$ cat src/sv/lct_pkg.sv
// Shared constants, field codes and controller/datapath command types
// for the load-cell tare and scale block. No dependencies.
package lct_pkg;

    localparam int MAX_TARE_SAMPLES = 64;

    localparam int RAW_W      = 24;
    localparam int DIFF_W     = RAW_W + 1;
    localparam int GAIN_W     = 32;
    localparam int THRESH_W   = 25;
    localparam int WEIGHT_W   = 48;
    localparam int PROD_W     = DIFF_W + GAIN_W;
    localparam int SHIFT      = 8;
    localparam int SH_W       = PROD_W - SHIFT;
    localparam int CNT_W      = $clog2(MAX_TARE_SAMPLES + 1);
    localparam int SUM_W      = RAW_W + CNT_W;
    localparam int DIV_CNT_W  = $clog2(SUM_W);
    localparam int ACT_W      = 2;
    localparam int CFG_IDX_W  = 2;
    localparam int CFG_DATA_W = 32;

    localparam logic [ACT_W-1:0] ACT_MEASURE    = 2'd0;
    localparam logic [ACT_W-1:0] ACT_TARE       = 2'd1;
    localparam logic [ACT_W-1:0] ACT_TARE_FINAL = 2'd2;

    localparam logic [CFG_IDX_W-1:0] CFG_GAIN   = 2'd0;
    localparam logic [CFG_IDX_W-1:0] CFG_THRESH = 2'd1;

    localparam logic [GAIN_W-1:0]   GAIN_RESET   = 32'd65536000;
    localparam logic [THRESH_W-1:0] THRESH_RESET = 25'd500;

    typedef struct packed {
        logic capture;
        logic mul;
        logic div_start;
        logic div_step;
        logic load;
    } t_dp_cmd;

    typedef struct packed {
        logic final_tare;
    } t_dp_status;

endpackage

$ cat src/sv/lct_ifs.sv
// Handshake channel interfaces: sample input, result output and
// register write. Depends on lct_pkg.
interface lct_in_if;
    logic                           valid;
    logic                           ready;
    logic [lct_pkg::ACT_W-1:0]      action;
    logic [lct_pkg::RAW_W-1:0]      raw_code;

    modport source (output valid, action, raw_code, input ready);
    modport sink   (input valid, action, raw_code, output ready);
endinterface

interface lct_out_if;
    logic                               valid;
    logic                               ready;
    logic signed [lct_pkg::RAW_W-1:0]   raw_value;
    logic signed [lct_pkg::WEIGHT_W-1:0] weight;
    logic                               fresh;
    logic                               stable;
    logic                               tare_done;

    modport source (output valid, raw_value, weight, fresh, stable, tare_done,
                    input ready);
    modport sink   (input valid, raw_value, weight, fresh, stable, tare_done,
                    output ready);
endinterface

interface lct_cfg_if;
    logic                               valid;
    logic                               ready;
    logic [lct_pkg::CFG_IDX_W-1:0]      index;
    logic [lct_pkg::CFG_DATA_W-1:0]     data;

    modport source (output valid, index, data, input ready);
    modport sink   (input valid, index, data, output ready);
endinterface

$ cat src/sv/lct_dp.sv
// Datapath: config registers, tare accumulator, restoring divider,
// weight multiplier and result registers. Depends on lct_pkg.
module lct_dp (
    input  logic                              i_clk,
    input  logic                              i_rst_n,
    input  lct_pkg::t_dp_cmd                  i_cmd,
    output lct_pkg::t_dp_status               o_status,
    input  logic                              i_cfg_we,
    input  logic [lct_pkg::CFG_IDX_W-1:0]     i_cfg_index,
    input  logic [lct_pkg::CFG_DATA_W-1:0]    i_cfg_data,
    input  logic [lct_pkg::ACT_W-1:0]         i_action,
    input  logic [lct_pkg::RAW_W-1:0]         i_raw_code,
    output logic signed [lct_pkg::RAW_W-1:0]  o_raw_value,
    output logic signed [lct_pkg::WEIGHT_W-1:0] o_weight,
    output logic                              o_fresh,
    output logic                              o_stable,
    output logic                              o_tare_done
);

    logic signed [lct_pkg::GAIN_W-1:0]   r_gain;
    logic [lct_pkg::THRESH_W-1:0]        r_thresh;
    logic [lct_pkg::ACT_W-1:0]           r_action;
    logic signed [lct_pkg::RAW_W-1:0]    r_raw;
    logic signed [lct_pkg::PROD_W-1:0]   r_prod;
    logic signed [lct_pkg::RAW_W-1:0]    r_offset;
    logic signed [lct_pkg::RAW_W-1:0]    r_prev;
    logic                                r_stable;
    logic signed [lct_pkg::SUM_W-1:0]    r_tare_sum;
    logic [lct_pkg::CNT_W-1:0]           r_tare_cnt;
    logic [lct_pkg::SUM_W-1:0]           r_div_num;
    logic [lct_pkg::CNT_W-1:0]           r_div_rem;
    logic                                r_div_neg;
    logic signed [lct_pkg::RAW_W-1:0]    r_out_raw;
    logic signed [lct_pkg::WEIGHT_W-1:0] r_out_weight;
    logic                                r_out_fresh;
    logic                                r_out_stable;
    logic                                r_out_done;

    logic signed [lct_pkg::DIFF_W-1:0]   w_diff;
    logic signed [lct_pkg::PROD_W-1:0]   w_prod;
    logic signed [lct_pkg::DIFF_W-1:0]   w_delta;
    logic [lct_pkg::DIFF_W-1:0]          w_abs;
    logic                                w_is_stable;
    logic [lct_pkg::CNT_W:0]             w_rem_sh;
    logic                                w_rem_ge;
    logic [lct_pkg::SUM_W-1:0]           w_quot;
    logic signed [lct_pkg::SH_W-1:0]     w_sh;
    logic [lct_pkg::SH_W-lct_pkg::WEIGHT_W:0] w_top;
    logic signed [lct_pkg::WEIGHT_W-1:0] w_weight;
    logic                                w_tare_room;
    logic                                w_is_tare;

    // weight product, raw minus offset at 25 bits
    assign w_diff = lct_pkg::DIFF_W'(r_raw) - lct_pkg::DIFF_W'(r_offset);
    assign w_prod = lct_pkg::PROD_W'(w_diff) * lct_pkg::PROD_W'(r_gain);

    // stability check against the previous sample
    assign w_delta     = lct_pkg::DIFF_W'(r_raw) - lct_pkg::DIFF_W'(r_prev);
    assign w_abs       = w_delta[lct_pkg::DIFF_W-1] ? lct_pkg::DIFF_W'(-w_delta)
                                                    : lct_pkg::DIFF_W'(w_delta);
    assign w_is_stable = (w_abs <= r_thresh);

    // arithmetic shift keeps the floor; clamp to the output width
    assign w_sh  = r_prod[lct_pkg::PROD_W-1:lct_pkg::SHIFT];
    assign w_top = w_sh[lct_pkg::SH_W-1:lct_pkg::WEIGHT_W-1];
    always_comb begin
        if ((&w_top) || !(|w_top)) begin
            w_weight = w_sh[lct_pkg::WEIGHT_W-1:0];
        end else if (w_sh[lct_pkg::SH_W-1]) begin
            w_weight = {1'b1, {(lct_pkg::WEIGHT_W-1){1'b0}}};
        end else begin
            w_weight = {1'b0, {(lct_pkg::WEIGHT_W-1){1'b1}}};
        end
    end

    // one quotient bit per step
    assign w_rem_sh = {r_div_rem, r_div_num[lct_pkg::SUM_W-1]};
    assign w_rem_ge = (w_rem_sh >= {1'b0, r_tare_cnt});
    assign w_quot   = r_div_neg ? (~r_div_num + 1'b1) : r_div_num;

    assign w_tare_room = (r_tare_cnt < lct_pkg::CNT_W'(lct_pkg::MAX_TARE_SAMPLES));
    assign w_is_tare   = (r_action == lct_pkg::ACT_TARE) ||
                         (r_action == lct_pkg::ACT_TARE_FINAL);

    always_ff @(posedge i_clk) begin
        if (!i_rst_n) begin
            r_gain     <= lct_pkg::GAIN_RESET;
            r_thresh   <= lct_pkg::THRESH_RESET;
            r_offset   <= '0;
            r_prev     <= '0;
            r_stable   <= 1'b0;
            r_tare_sum <= '0;
            r_tare_cnt <= '0;
        end else begin
            if (i_cfg_we) begin
                case (i_cfg_index)
                    lct_pkg::CFG_GAIN:   r_gain   <= i_cfg_data;
                    lct_pkg::CFG_THRESH: r_thresh <= i_cfg_data[lct_pkg::THRESH_W-1:0];
                    default: ;
                endcase
            end
            if (i_cmd.mul && w_is_tare && w_tare_room) begin
                r_tare_sum <= r_tare_sum + lct_pkg::SUM_W'(r_raw);
                r_tare_cnt <= r_tare_cnt + 1'b1;
            end
            if (i_cmd.load) begin
                case (r_action)
                    lct_pkg::ACT_MEASURE: begin
                        r_stable <= w_is_stable;
                        r_prev   <= r_raw;
                    end
                    lct_pkg::ACT_TARE_FINAL: begin
                        r_offset   <= w_quot[lct_pkg::RAW_W-1:0];
                        r_prev     <= w_quot[lct_pkg::RAW_W-1:0];
                        r_stable   <= 1'b0;
                        r_tare_sum <= '0;
                        r_tare_cnt <= '0;
                    end
                    default: ;
                endcase
            end
        end
    end

    // payload registers, no reset
    always_ff @(posedge i_clk) begin
        if (i_cmd.capture) begin
            r_action <= i_action;
            r_raw    <= i_raw_code;
        end
        if (i_cmd.mul) begin
            r_prod <= w_prod;
        end
        if (i_cmd.div_start) begin
            r_div_neg <= r_tare_sum[lct_pkg::SUM_W-1];
            r_div_num <= r_tare_sum[lct_pkg::SUM_W-1] ? lct_pkg::SUM_W'(-r_tare_sum)
                                                      : lct_pkg::SUM_W'(r_tare_sum);
            r_div_rem <= '0;
        end else if (i_cmd.div_step) begin
            if (w_rem_ge) begin
                r_div_rem <= lct_pkg::CNT_W'(w_rem_sh - {1'b0, r_tare_cnt});
                r_div_num <= {r_div_num[lct_pkg::SUM_W-2:0], 1'b1};
            end else begin
                r_div_rem <= w_rem_sh[lct_pkg::CNT_W-1:0];
                r_div_num <= {r_div_num[lct_pkg::SUM_W-2:0], 1'b0};
            end
        end
        if (i_cmd.load) begin
            r_out_raw    <= r_raw;
            r_out_weight <= '0;
            r_out_fresh  <= 1'b0;
            r_out_done   <= 1'b0;
            r_out_stable <= r_stable;
            case (r_action)
                lct_pkg::ACT_MEASURE: begin
                    r_out_weight <= w_weight;
                    r_out_fresh  <= 1'b1;
                    r_out_stable <= w_is_stable;
                end
                lct_pkg::ACT_TARE_FINAL: begin
                    r_out_done   <= 1'b1;
                    r_out_stable <= 1'b0;
                end
                default: ;
            endcase
        end
    end

    assign o_status.final_tare = (r_action == lct_pkg::ACT_TARE_FINAL);
    assign o_raw_value = r_out_raw;
    assign o_weight    = r_out_weight;
    assign o_fresh     = r_out_fresh;
    assign o_stable    = r_out_stable;
    assign o_tare_done = r_out_done;

    a_cnt_capped: assert property (@(posedge i_clk) disable iff (!i_rst_n)
        r_tare_cnt <= lct_pkg::CNT_W'(lct_pkg::MAX_TARE_SAMPLES))
        else $error("tare count beyond cap");

endmodule

$ cat src/sv/lct_ctrl.sv
// Controller state machine: sequences capture, multiply, divide and
// result load, and owns the output valid flag. Depends on lct_pkg.
module lct_ctrl (
    input  logic                 i_clk,
    input  logic                 i_rst_n,
    input  logic                 i_in_valid,
    output logic                 o_in_ready,
    output logic                 o_out_valid,
    input  logic                 i_out_ready,
    input  lct_pkg::t_dp_status  i_status,
    output lct_pkg::t_dp_cmd     o_cmd
);

    typedef enum logic [2:0] {
        S_IDLE,
        S_MUL,
        S_DIV_START,
        S_DIV,
        S_WAIT
    } t_state;

    t_state                        r_state;
    t_state                        n_state;
    logic [lct_pkg::DIV_CNT_W-1:0] r_cnt;
    logic [lct_pkg::DIV_CNT_W-1:0] n_cnt;
    logic                          r_out_valid;
    logic                          n_out_valid;
    logic                          w_last_step;
    logic                          w_slot_free;

    assign w_last_step = (r_cnt == lct_pkg::DIV_CNT_W'(lct_pkg::SUM_W - 1));
    assign w_slot_free = !r_out_valid || i_out_ready;

    always_comb begin
        o_cmd           = '0;
        o_cmd.capture   = (r_state == S_IDLE) && i_in_valid;
        o_cmd.mul       = (r_state == S_MUL);
        o_cmd.div_start = (r_state == S_DIV_START);
        o_cmd.div_step  = (r_state == S_DIV);
        o_cmd.load      = (r_state == S_WAIT) && w_slot_free;
    end

    always_comb begin
        n_state     = r_state;
        n_cnt       = r_cnt;
        n_out_valid = r_out_valid;
        if (i_out_ready) begin
            n_out_valid = 1'b0;
        end
        case (r_state)
            S_IDLE: begin
                if (i_in_valid) begin
                    n_state = S_MUL;
                end
            end
            S_MUL: begin
                n_state = i_status.final_tare ? S_DIV_START : S_WAIT;
            end
            S_DIV_START: begin
                n_cnt   = '0;
                n_state = S_DIV;
            end
            S_DIV: begin
                n_cnt = r_cnt + 1'b1;
                if (w_last_step) begin
                    n_state = S_WAIT;
                end
            end
            S_WAIT: begin
                if (w_slot_free) begin
                    n_out_valid = 1'b1;
                    n_state     = S_IDLE;
                end
            end
            default: n_state = S_IDLE;
        endcase
    end

    always_ff @(posedge i_clk) begin
        if (!i_rst_n) begin
            r_state     <= S_IDLE;
            r_cnt       <= '0;
            r_out_valid <= 1'b0;
        end else begin
            r_state     <= n_state;
            r_cnt       <= n_cnt;
            r_out_valid <= n_out_valid;
        end
    end

    assign o_in_ready  = (r_state == S_IDLE);
    assign o_out_valid = r_out_valid;

    a_capture_to_mul: assert property (@(posedge i_clk) disable iff (!i_rst_n)
        (i_in_valid && o_in_ready) |=> (r_state == S_MUL))
        else $error("accepted item did not enter multiply");

    a_div_exit: assert property (@(posedge i_clk) disable iff (!i_rst_n)
        (r_state == S_DIV && w_last_step) |=> (r_state == S_WAIT))
        else $error("divider did not finish after full step count");

    a_load_sets_valid: assert property (@(posedge i_clk) disable iff (!i_rst_n)
        o_cmd.load |=> (r_out_valid && r_state == S_IDLE))
        else $error("result load did not raise output valid");

endmodule

$ cat src/sv/load_cell_tare_scale_stability.sv
// Top level of the load-cell tare and scale block: joins controller and
// datapath to the channel interfaces. Depends on lct_pkg, lct_ifs, lct_ctrl, lct_dp.
//
// Each item on i_in is one converter sample: action 0 is a measure sample,
// 1 a tare sample, 2 the last tare sample (3 is passed through with no
// effect on state). One result item leaves on o_out for every item taken.
// A measure or plain tare item passes from acceptance to its result being
// shown through capture, one registered 25x32 multiply and result load. The
// last tare sample adds a divider start step and the offset average, done by
// the restoring divider, which retires one quotient bit per cycle over the
// 31-bit tare sum. i_in.ready is high while the block
// is idle; a finished result sits in the output register, so the next item
// can be taken while the previous result is still waiting on o_out. A result
// is only loaded once that register is free. Register writes on i_cfg are
// always ready and must only be issued while the block is idle: index 0 is
// the signed Q16.16 gain, index 1 the stability threshold; other indices
// are ignored. Weight is (raw - offset) * gain, shifted right 8 with floor
// rounding and clamped to 48 bits; it reads 0 on items that are not
// measure samples.
module load_cell_tare_scale_stability (
    input  logic            i_clk,
    input  logic            i_rst_n,
    lct_in_if.sink          i_in,
    lct_out_if.source       o_out,
    lct_cfg_if.sink         i_cfg
);

    lct_pkg::t_dp_cmd    w_cmd;
    lct_pkg::t_dp_status w_status;
    logic                w_cfg_we;

    // register writes need no back-pressure
    assign i_cfg.ready = 1'b1;
    assign w_cfg_we    = i_cfg.valid;

    lct_ctrl u_ctrl (
        .i_clk       (i_clk),
        .i_rst_n     (i_rst_n),
        .i_in_valid  (i_in.valid),
        .o_in_ready  (i_in.ready),
        .o_out_valid (o_out.valid),
        .i_out_ready (o_out.ready),
        .i_status    (w_status),
        .o_cmd       (w_cmd)
    );

    lct_dp u_dp (
        .i_clk       (i_clk),
        .i_rst_n     (i_rst_n),
        .i_cmd       (w_cmd),
        .o_status    (w_status),
        .i_cfg_we    (w_cfg_we),
        .i_cfg_index (i_cfg.index),
        .i_cfg_data  (i_cfg.data),
        .i_action    (i_in.action),
        .i_raw_code  (i_in.raw_code),
        .o_raw_value (o_out.raw_value),
        .o_weight    (o_out.weight),
        .o_fresh     (o_out.fresh),
        .o_stable    (o_out.stable),
        .o_tare_done (o_out.tare_done)
    );

endmodule

$ cat src/flat_wrapper.sv
// flat-port wrapper written by rule: the top's interface ports become plain ports
module load_cell_tare_scale_stability_flat 
  (i_clk, i_rst_n, i_in_valid, i_in_action, i_in_raw_code, i_in_ready, o_out_valid, o_out_raw_value, o_out_weight, o_out_fresh, o_out_stable, o_out_tare_done, o_out_ready, i_cfg_valid, i_cfg_index, i_cfg_data, i_cfg_ready);
  lct_in_if i_in_i ();
  lct_out_if o_out_i ();
  lct_cfg_if i_cfg_i ();
  input  logic i_clk;
  input  logic i_rst_n;
  input wire logic [$bits(i_in_i.valid)-1:0] i_in_valid;
  input wire logic [$bits(i_in_i.action)-1:0] i_in_action;
  input wire logic [$bits(i_in_i.raw_code)-1:0] i_in_raw_code;
  output wire logic [$bits(i_in_i.ready)-1:0] i_in_ready;
  output wire logic [$bits(o_out_i.valid)-1:0] o_out_valid;
  output wire logic [$bits(o_out_i.raw_value)-1:0] o_out_raw_value;
  output wire logic [$bits(o_out_i.weight)-1:0] o_out_weight;
  output wire logic [$bits(o_out_i.fresh)-1:0] o_out_fresh;
  output wire logic [$bits(o_out_i.stable)-1:0] o_out_stable;
  output wire logic [$bits(o_out_i.tare_done)-1:0] o_out_tare_done;
  input wire logic [$bits(o_out_i.ready)-1:0] o_out_ready;
  input wire logic [$bits(i_cfg_i.valid)-1:0] i_cfg_valid;
  input wire logic [$bits(i_cfg_i.index)-1:0] i_cfg_index;
  input wire logic [$bits(i_cfg_i.data)-1:0] i_cfg_data;
  output wire logic [$bits(i_cfg_i.ready)-1:0] i_cfg_ready;
  assign i_in_i.valid = i_in_valid;
  assign i_in_i.action = i_in_action;
  assign i_in_i.raw_code = i_in_raw_code;
  assign i_in_ready = i_in_i.ready;
  assign o_out_valid = o_out_i.valid;
  assign o_out_raw_value = o_out_i.raw_value;
  assign o_out_weight = o_out_i.weight;
  assign o_out_fresh = o_out_i.fresh;
  assign o_out_stable = o_out_i.stable;
  assign o_out_tare_done = o_out_i.tare_done;
  assign o_out_i.ready = o_out_ready;
  assign i_cfg_i.valid = i_cfg_valid;
  assign i_cfg_i.index = i_cfg_index;
  assign i_cfg_i.data = i_cfg_data;
  assign i_cfg_ready = i_cfg_i.ready;
  load_cell_tare_scale_stability u_core (.i_clk(i_clk), .i_rst_n(i_rst_n), .i_in(i_in_i), .o_out(o_out_i), .i_cfg(i_cfg_i));
endmodule
$ cat config.mk
export PLATFORM = sky130hd
export DESIGN_NAME = load_cell_tare_scale_stability_flat
export DESIGN_NICKNAME = d
export VERILOG_FILES = /design/src/sv/lct_pkg.sv /design/src/sv/lct_ifs.sv /design/src/sv/lct_dp.sv /design/src/sv/lct_ctrl.sv /design/src/sv/load_cell_tare_scale_stability.sv /design/src/flat_wrapper.sv
export SDC_FILE = /design/constraint.sdc
export NUM_CORES = 2
export LEC_CHECK = 0
export ABC_AREA = 1
export BUFFER_PORTS_ARGS = -buffer_cell sky130_fd_sc_hd__buf_2
export CAP_MARGIN = 10
export CORE_ASPECT_RATIO = 0.9
export CORE_MARGIN = 2
export CORE_UTILIZATION = 30
export DETAILED_ROUTE_END_ITERATION = 16
export PLACE_DENSITY = 0.47
export SYNTH_ARGS = -nofsm -noshare
export SYNTH_HDL_FRONTEND = slang
export SYNTH_SLANG_ARGS = --single-unit
$ cat constraint.sdc
create_clock -name i_clk -period 9.5 [get_ports i_clk]
set_clock_uncertainty 0.05 [all_clocks]
set_input_delay 1.9 -clock i_clk [delete_from_list [all_inputs] [get_ports i_clk]]
set_output_delay 1.9 -clock i_clk [all_outputs]
set_load 0.1 [all_outputs]
Word-level counts from Yosys, hierarchy flattened
Index checks and enable logic that the tools add are counted.

Register bits after elaboration: 350. Bits of input ports: 65. Output and inout port bits: 78. Word-level logic and storage cells: 95.

$add $sub $neg: 9. Multiply operators: 1. Order comparisons: 3. Eq/ne operators: 11. Muxes and demuxes: 28. Bitwise logic cells: 1. Reductions and logical operators: 21.

Operator list (count): 2-to-1 mux 31 bit (6); 2-to-1 mux 48 bit (2); multiplier 25 x 32 -> 57 bit (1); subtractor 24 x 24 -> 25 bit (2); one-hot mux 24 bit (2 select lines) (1); adder 31 x 24 -> 31 bit (1); negation 31 bit (1); 2-to-1 mux 7 bit (4); <= comparator 25 bit (1); 2-to-1 mux 25 bit (1); negation 25 bit (1); adder 24 x 1 -> 24 bit (second input constant) (1); 2-to-1 mux 24 bit (1); NOT 24 bit (1); one-hot mux 3 bit (5 select lines) (1); 2-to-1 mux 3 bit (4); one-hot mux 5 bit (2 select lines) (1); AND reduction 2 bit (5); greater-or-equal comparator 8 x 7 -> 1 bit (1); adder 7 x 1 -> 7 bit (second input constant) (1); < comparator 7 bit (second input constant) (1); subtractor 7 bit (1); == test 3 x 2 -> 1 bit (second input constant) (2); 2-to-1 mux 1 bit (6); other kinds (17) (27).

Depth between registers and ports, before layout
Word-level depth: 7. Gate-level depth with buffers: 43. Gate-level depth less buffers: 43.

Modules after synthesis
A second synthesis with hierarchy kept.

Cells, all modules: 5962. Area, all modules: 48427.7 um^2.

Modules (own cells, without submodules): lct_dp (instances 1, cells an instance 5885, area an instance 47926.0 um^2, seq. area each 8488.1 um^2); lct_ctrl (instances 1, cells an instance 75, area an instance 490.5 um^2, seq. area each 180.2 um^2); load_cell_tare_scale_stability (instances 1, cells an instance 2, area an instance 11.3 um^2, seq. area each 0.0 um^2).

Worst setup path before layout
OpenSTA, ideal clock, no wires.

Path kind: reg2reg. Start point: reg u_core.u_dp.r_raw[1] (netlist name). End point: reg u_core.u_dp.r_prod[49] (netlist name) (data pin). Library setup time: 0.252 ns. Arrival: 7.395 ns. Required time: 9.198 ns. Path slack: 1.803 ns. Cell stages (with the launch flop): 36. Buffers on the path: 2. Period minus slack after synthesis: 7.697 ns. Path through: edfxtp_1 -> inv_1 -> fa_1 -> nand3b_1 -> nand2_1 -> a21boi_0 -> o21ai_0 -> or2_2 -> nand2_1 -> inv_1 -> buf_2 -> buf_2 -> nand2_1 -> fa_1 -> inv_1 -> fa_1 -> fa_1 -> inv_1 -> fa_1 -> inv_1 -> fa_1 -> fa_1 -> inv_1 -> fa_1 -> inv_1 -> ha_1 -> a21oi_1 -> inv_1 -> a31oi_1 -> inv_1 -> a21oi_1 -> o21ai_0 -> a221oi_1 -> nand2_1 -> nand2_1 -> nand2_1.

Word-level cells in the longest chain between the ends: 2.

RTL lines: start, declared (line lct_dp.sv:23) `logic signed [lct_pkg::RAW_W-1:0] r_raw;`; start signal, assigned (line lct_dp.sv:129) `r_raw <= i_raw_code;`; subtractor 24 x 24 -> 25 bit (line lct_dp.sv:54) `assign w_diff = lct_pkg::DIFF_W'(r_raw) - lct_pkg::DIFF_W'(r_offset);`; multiplier 25 x 32 -> 57 bit (line lct_dp.sv:55) `assign w_prod = lct_pkg::PROD_W'(w_diff) * lct_pkg::PROD_W'(r_gain);`; named net u_core.u_dp.w_prod (one bit) (line lct_dp.sv:40) `logic signed [lct_pkg::PROD_W-1:0] w_prod;`; end signal, assigned (line lct_dp.sv:132) `r_prod <= w_prod;`; end, declared (line lct_dp.sv:24) `logic signed [lct_pkg::PROD_W-1:0] r_prod;`.

The timed path passes the listed nets, and every way through them passes these cells. A chain may end at the register's enable or synchronous reset.

Worst setup path in the final report
Start point: reg u_core.u_dp.r_raw[9] (netlist name). End point: reg u_core.u_dp.r_prod[56] (netlist name) (data pin).

Same word-level chain as after synthesis.

==> results.ini <==
[outcome]
status = completed

[timing]
report.final.hold_viol_count = 0
rsz0062_at_grt = false
period_minus_slack_ns = 9.04
slew_viol_final = 0
fmax_mhz = 111
setup-violations-final = 0
period_share = 0.952
worstMarginPinSlew_ns = 1.05
relSlewSlack = 0.302
tns_ns = 0

[drt]
drt_iter0_markers = 2685
via_per_inst = 4.85
top_layer_used = met5
num_vias = 40200
wirelength_um = 175000
postRouteAntennaNets = 0
dr.pass1.iters = 6
met3WireLength_um = 12100
met1_length_um = 78700
post-route-drc-count = 0
wire_per_inst_um = 21.1
met2WireLength_um = 79400

[synthesis]
synthesis.area_um2 = 48700
synth_edf_count = 182
netlist_top_cells_count = 1,282 x inv_1, 1,066 x nand2_1, 822 x fa_1
ys_seq_area_frac = 0.178
synth_area_leaders = fa_1 34%, edfxtp_1 11%, inv_1 9.9%, nand2_1 8.2%, ha_1 7.0%
syn_area_per_cell_um2 = 8.18
synth_ff_type = edfxtp_1
postSynthCellCount = 5958
netlist.area_leader.share = 0.338
ys_types = 65
yosysMostFrequentCell = inv_1
syn_nets = 7117
ys_seq_elements = 342
async_flop_share = 0
synth_area_leader_cell = fa_1
ys.warnings.count = 0

[layout]
area_growth_pct = 11.2
drive_gt1_frac = 0.0844
post-route-cell-area_um2 = 54200
fin_nets = 7277

[job]
cap_violations = 0

[clocking]
clock_path_buffers = 3
cts_buffers = 42
cts_root_buf = clkbuf_16
clk_pin_slew_ns = 0.07
htreeDepth = 2
clkLatencyLatePin_ns = 0.65
clkSinkCount = 342
cts_tree = built

[floorplan]
die_w_um = 429
std_cell_rows = 140
core_um2 = 162000
die-area_um2 = 166000
io_pins = 143
die_h_um = 386
start_util = 0.302

[place]
place.gp.congestion = 0.942
placed_cell_area_um2 = 52700
port_buffers = 141
dp_hpwl_um = 144000

[worst_setup_path]
crit_path_frequent_cell = fa_1
critPathMaxFanout = 20
arrival_ns = 9.37
endpoint_kind = register
critical_path_class = register to register
max_stage_delay_ns = 0.61
cp.required_ns = 9.83
startpoint_type = register
crit_path_top_delay_cell = fa_1

[global_routing]
grt_overflow_total = 0
grt_pass1_wl_um = 267000
grt.total_usage = 0.214
grt_max_degree = 59
grt_pass1_vias = 42100
antenna_found_initial = 10

[worst_hold_path]
worst_hold_path_type = register to register

-- per-stage QoR --
stage | hold WS (ns) | setup WS, ns | cells | util
final | 0.407 | 0.459 | 8283 | 0.335
after global routing | 0.421 | 0.00341 | 8282 | 0.335
after CTS | 0.410 | 0.219 | 8280 | 0.335
after detailed placement | 0.400 | 0.296 | 8203 | 0.326
after global placement | 0.398 | 0.302 | 8203 | 0.326
after floorplan | 0.356 | 1.80 | 5958 | -
-- per-layer routing --
layer	vias up	global-route usage
met5	-	0
met4	8	0.0550
met3	226	0.0384
met2	1183	0.352
met1	20200	0.289
li1	18600	-
-- cells by family after synthesis --
| kind of cell | after synthesis | synth area share |
|---|---|---|
| flops | 342 | 0.178 |
| fa+ha+maj | 1094 | 0.408 |
| other cells | 1 | 0.0000770 |
| buf+inv | 1525 | 0.121 |
| xor+xnor | 135 | 0.0244 |
| compound gates | 750 | 0.0858 |
| simple gates | 2111 | 0.183 |
-- sequential cells by signal, summed over array words and instances (netlist names), 2 cells and up --
| name | flops |
|---|---|
| u_core.u_dp.o_raw_value | 24 |
| u_core.u_dp.r_raw | 24 |
| u_core.u_ctrl.r_state | 3 |
| u_core.u_dp.r_div_num | 31 |
| u_core.u_dp.r_thresh | 25 |
| u_core.u_dp.r_tare_sum | 31 |
| u_core.u_dp.r_action | 2 |
| u_core.u_ctrl.r_cnt | 5 |
| u_core.u_dp.r_gain | 32 |
| u_core.u_dp.r_tare_cnt | 7 |
| u_core.u_dp.r_prod | 49 |
| u_core.u_dp.r_offset | 24 |
| u_core.u_dp.r_prev | 24 |
| u_core.u_dp.r_div_rem | 7 |
| u_core.u_dp.o_weight | 48 |
-- final timing paths --
| path | slack [ns] | endpoint | cells past startpoint | from |
|---|---|---|---|---|
| max | 0.46 | u_core.u_dp.r_prod[56] | 31 | u_core.u_dp.r_raw[9] |
| min | 0.41 | u_core.u_dp.r_thresh[18] | 2 | u_core.u_dp.r_thresh[18] |
| max reg2reg | 0.46 | u_core.u_dp.r_prod[56] | 31 | u_core.u_dp.r_raw[9] |
| min reg2reg | 0.41 | u_core.u_dp.r_thresh[18] | 2 | u_core.u_dp.r_thresh[18] |
-- critical path: cells and delay by family, from the launching register on --
family                   cells  cell delay [ns]
buffers and inverters        6             0.81
XOR/XNOR                     1             0.16
AND/OR/NAND/NOR              7             1.01
adder cells (fa/ha/maj)      9             4.40
flip-flops                   1             0.50
AO/OA/AOI/OAI                8             1.80
-- timing repair --
item	CTS	global route
resized for setup	0	6
hold buffers	0	0
buffers inserted	0	1
setup endpoints to repair	0	3
hold endpoints to repair	0	0
-- cell type report --
cell class | instances | area [µm²]
Sequential cell | 342 | 8670
Inverter | 1304 | 4900
Fill cell | 17300 | 107000
Timing Repair Buffer | 337 | 2280
Multi-Input combinational cell | 4091 | 34200
Clock inverter | 23 | 309
Clock buffer | 54 | 1160
Tap cell | 2130 | 2670
Antenna cell | 2 | 5.00
-- cell usage in the layout (no fill, tap or decap), drive strengths merged, types with 16 or more instances in the layout --
master	Yosys	final
nand3	281	281
nor3	25	25
a31oi	24	24
clkbuf	164	54
nand2	1086	1086
o21ai	241	241
ha	272	272
o211ai	42	42
buf	57	337
o21bai	16	16
xor2	95	95
inv	1294	1296
nand4	55	55
edfxtp	182	182
a21o	16	16
a21oi	353	353
xnor2	40	40
clkinv	10	23
or2	31	31
nor2	609	609
dfxtp	160	160
fa	822	822
Power is not shown: default switching activity piles up to over one toggle a cycle in this logic, so the estimate is an artifact.
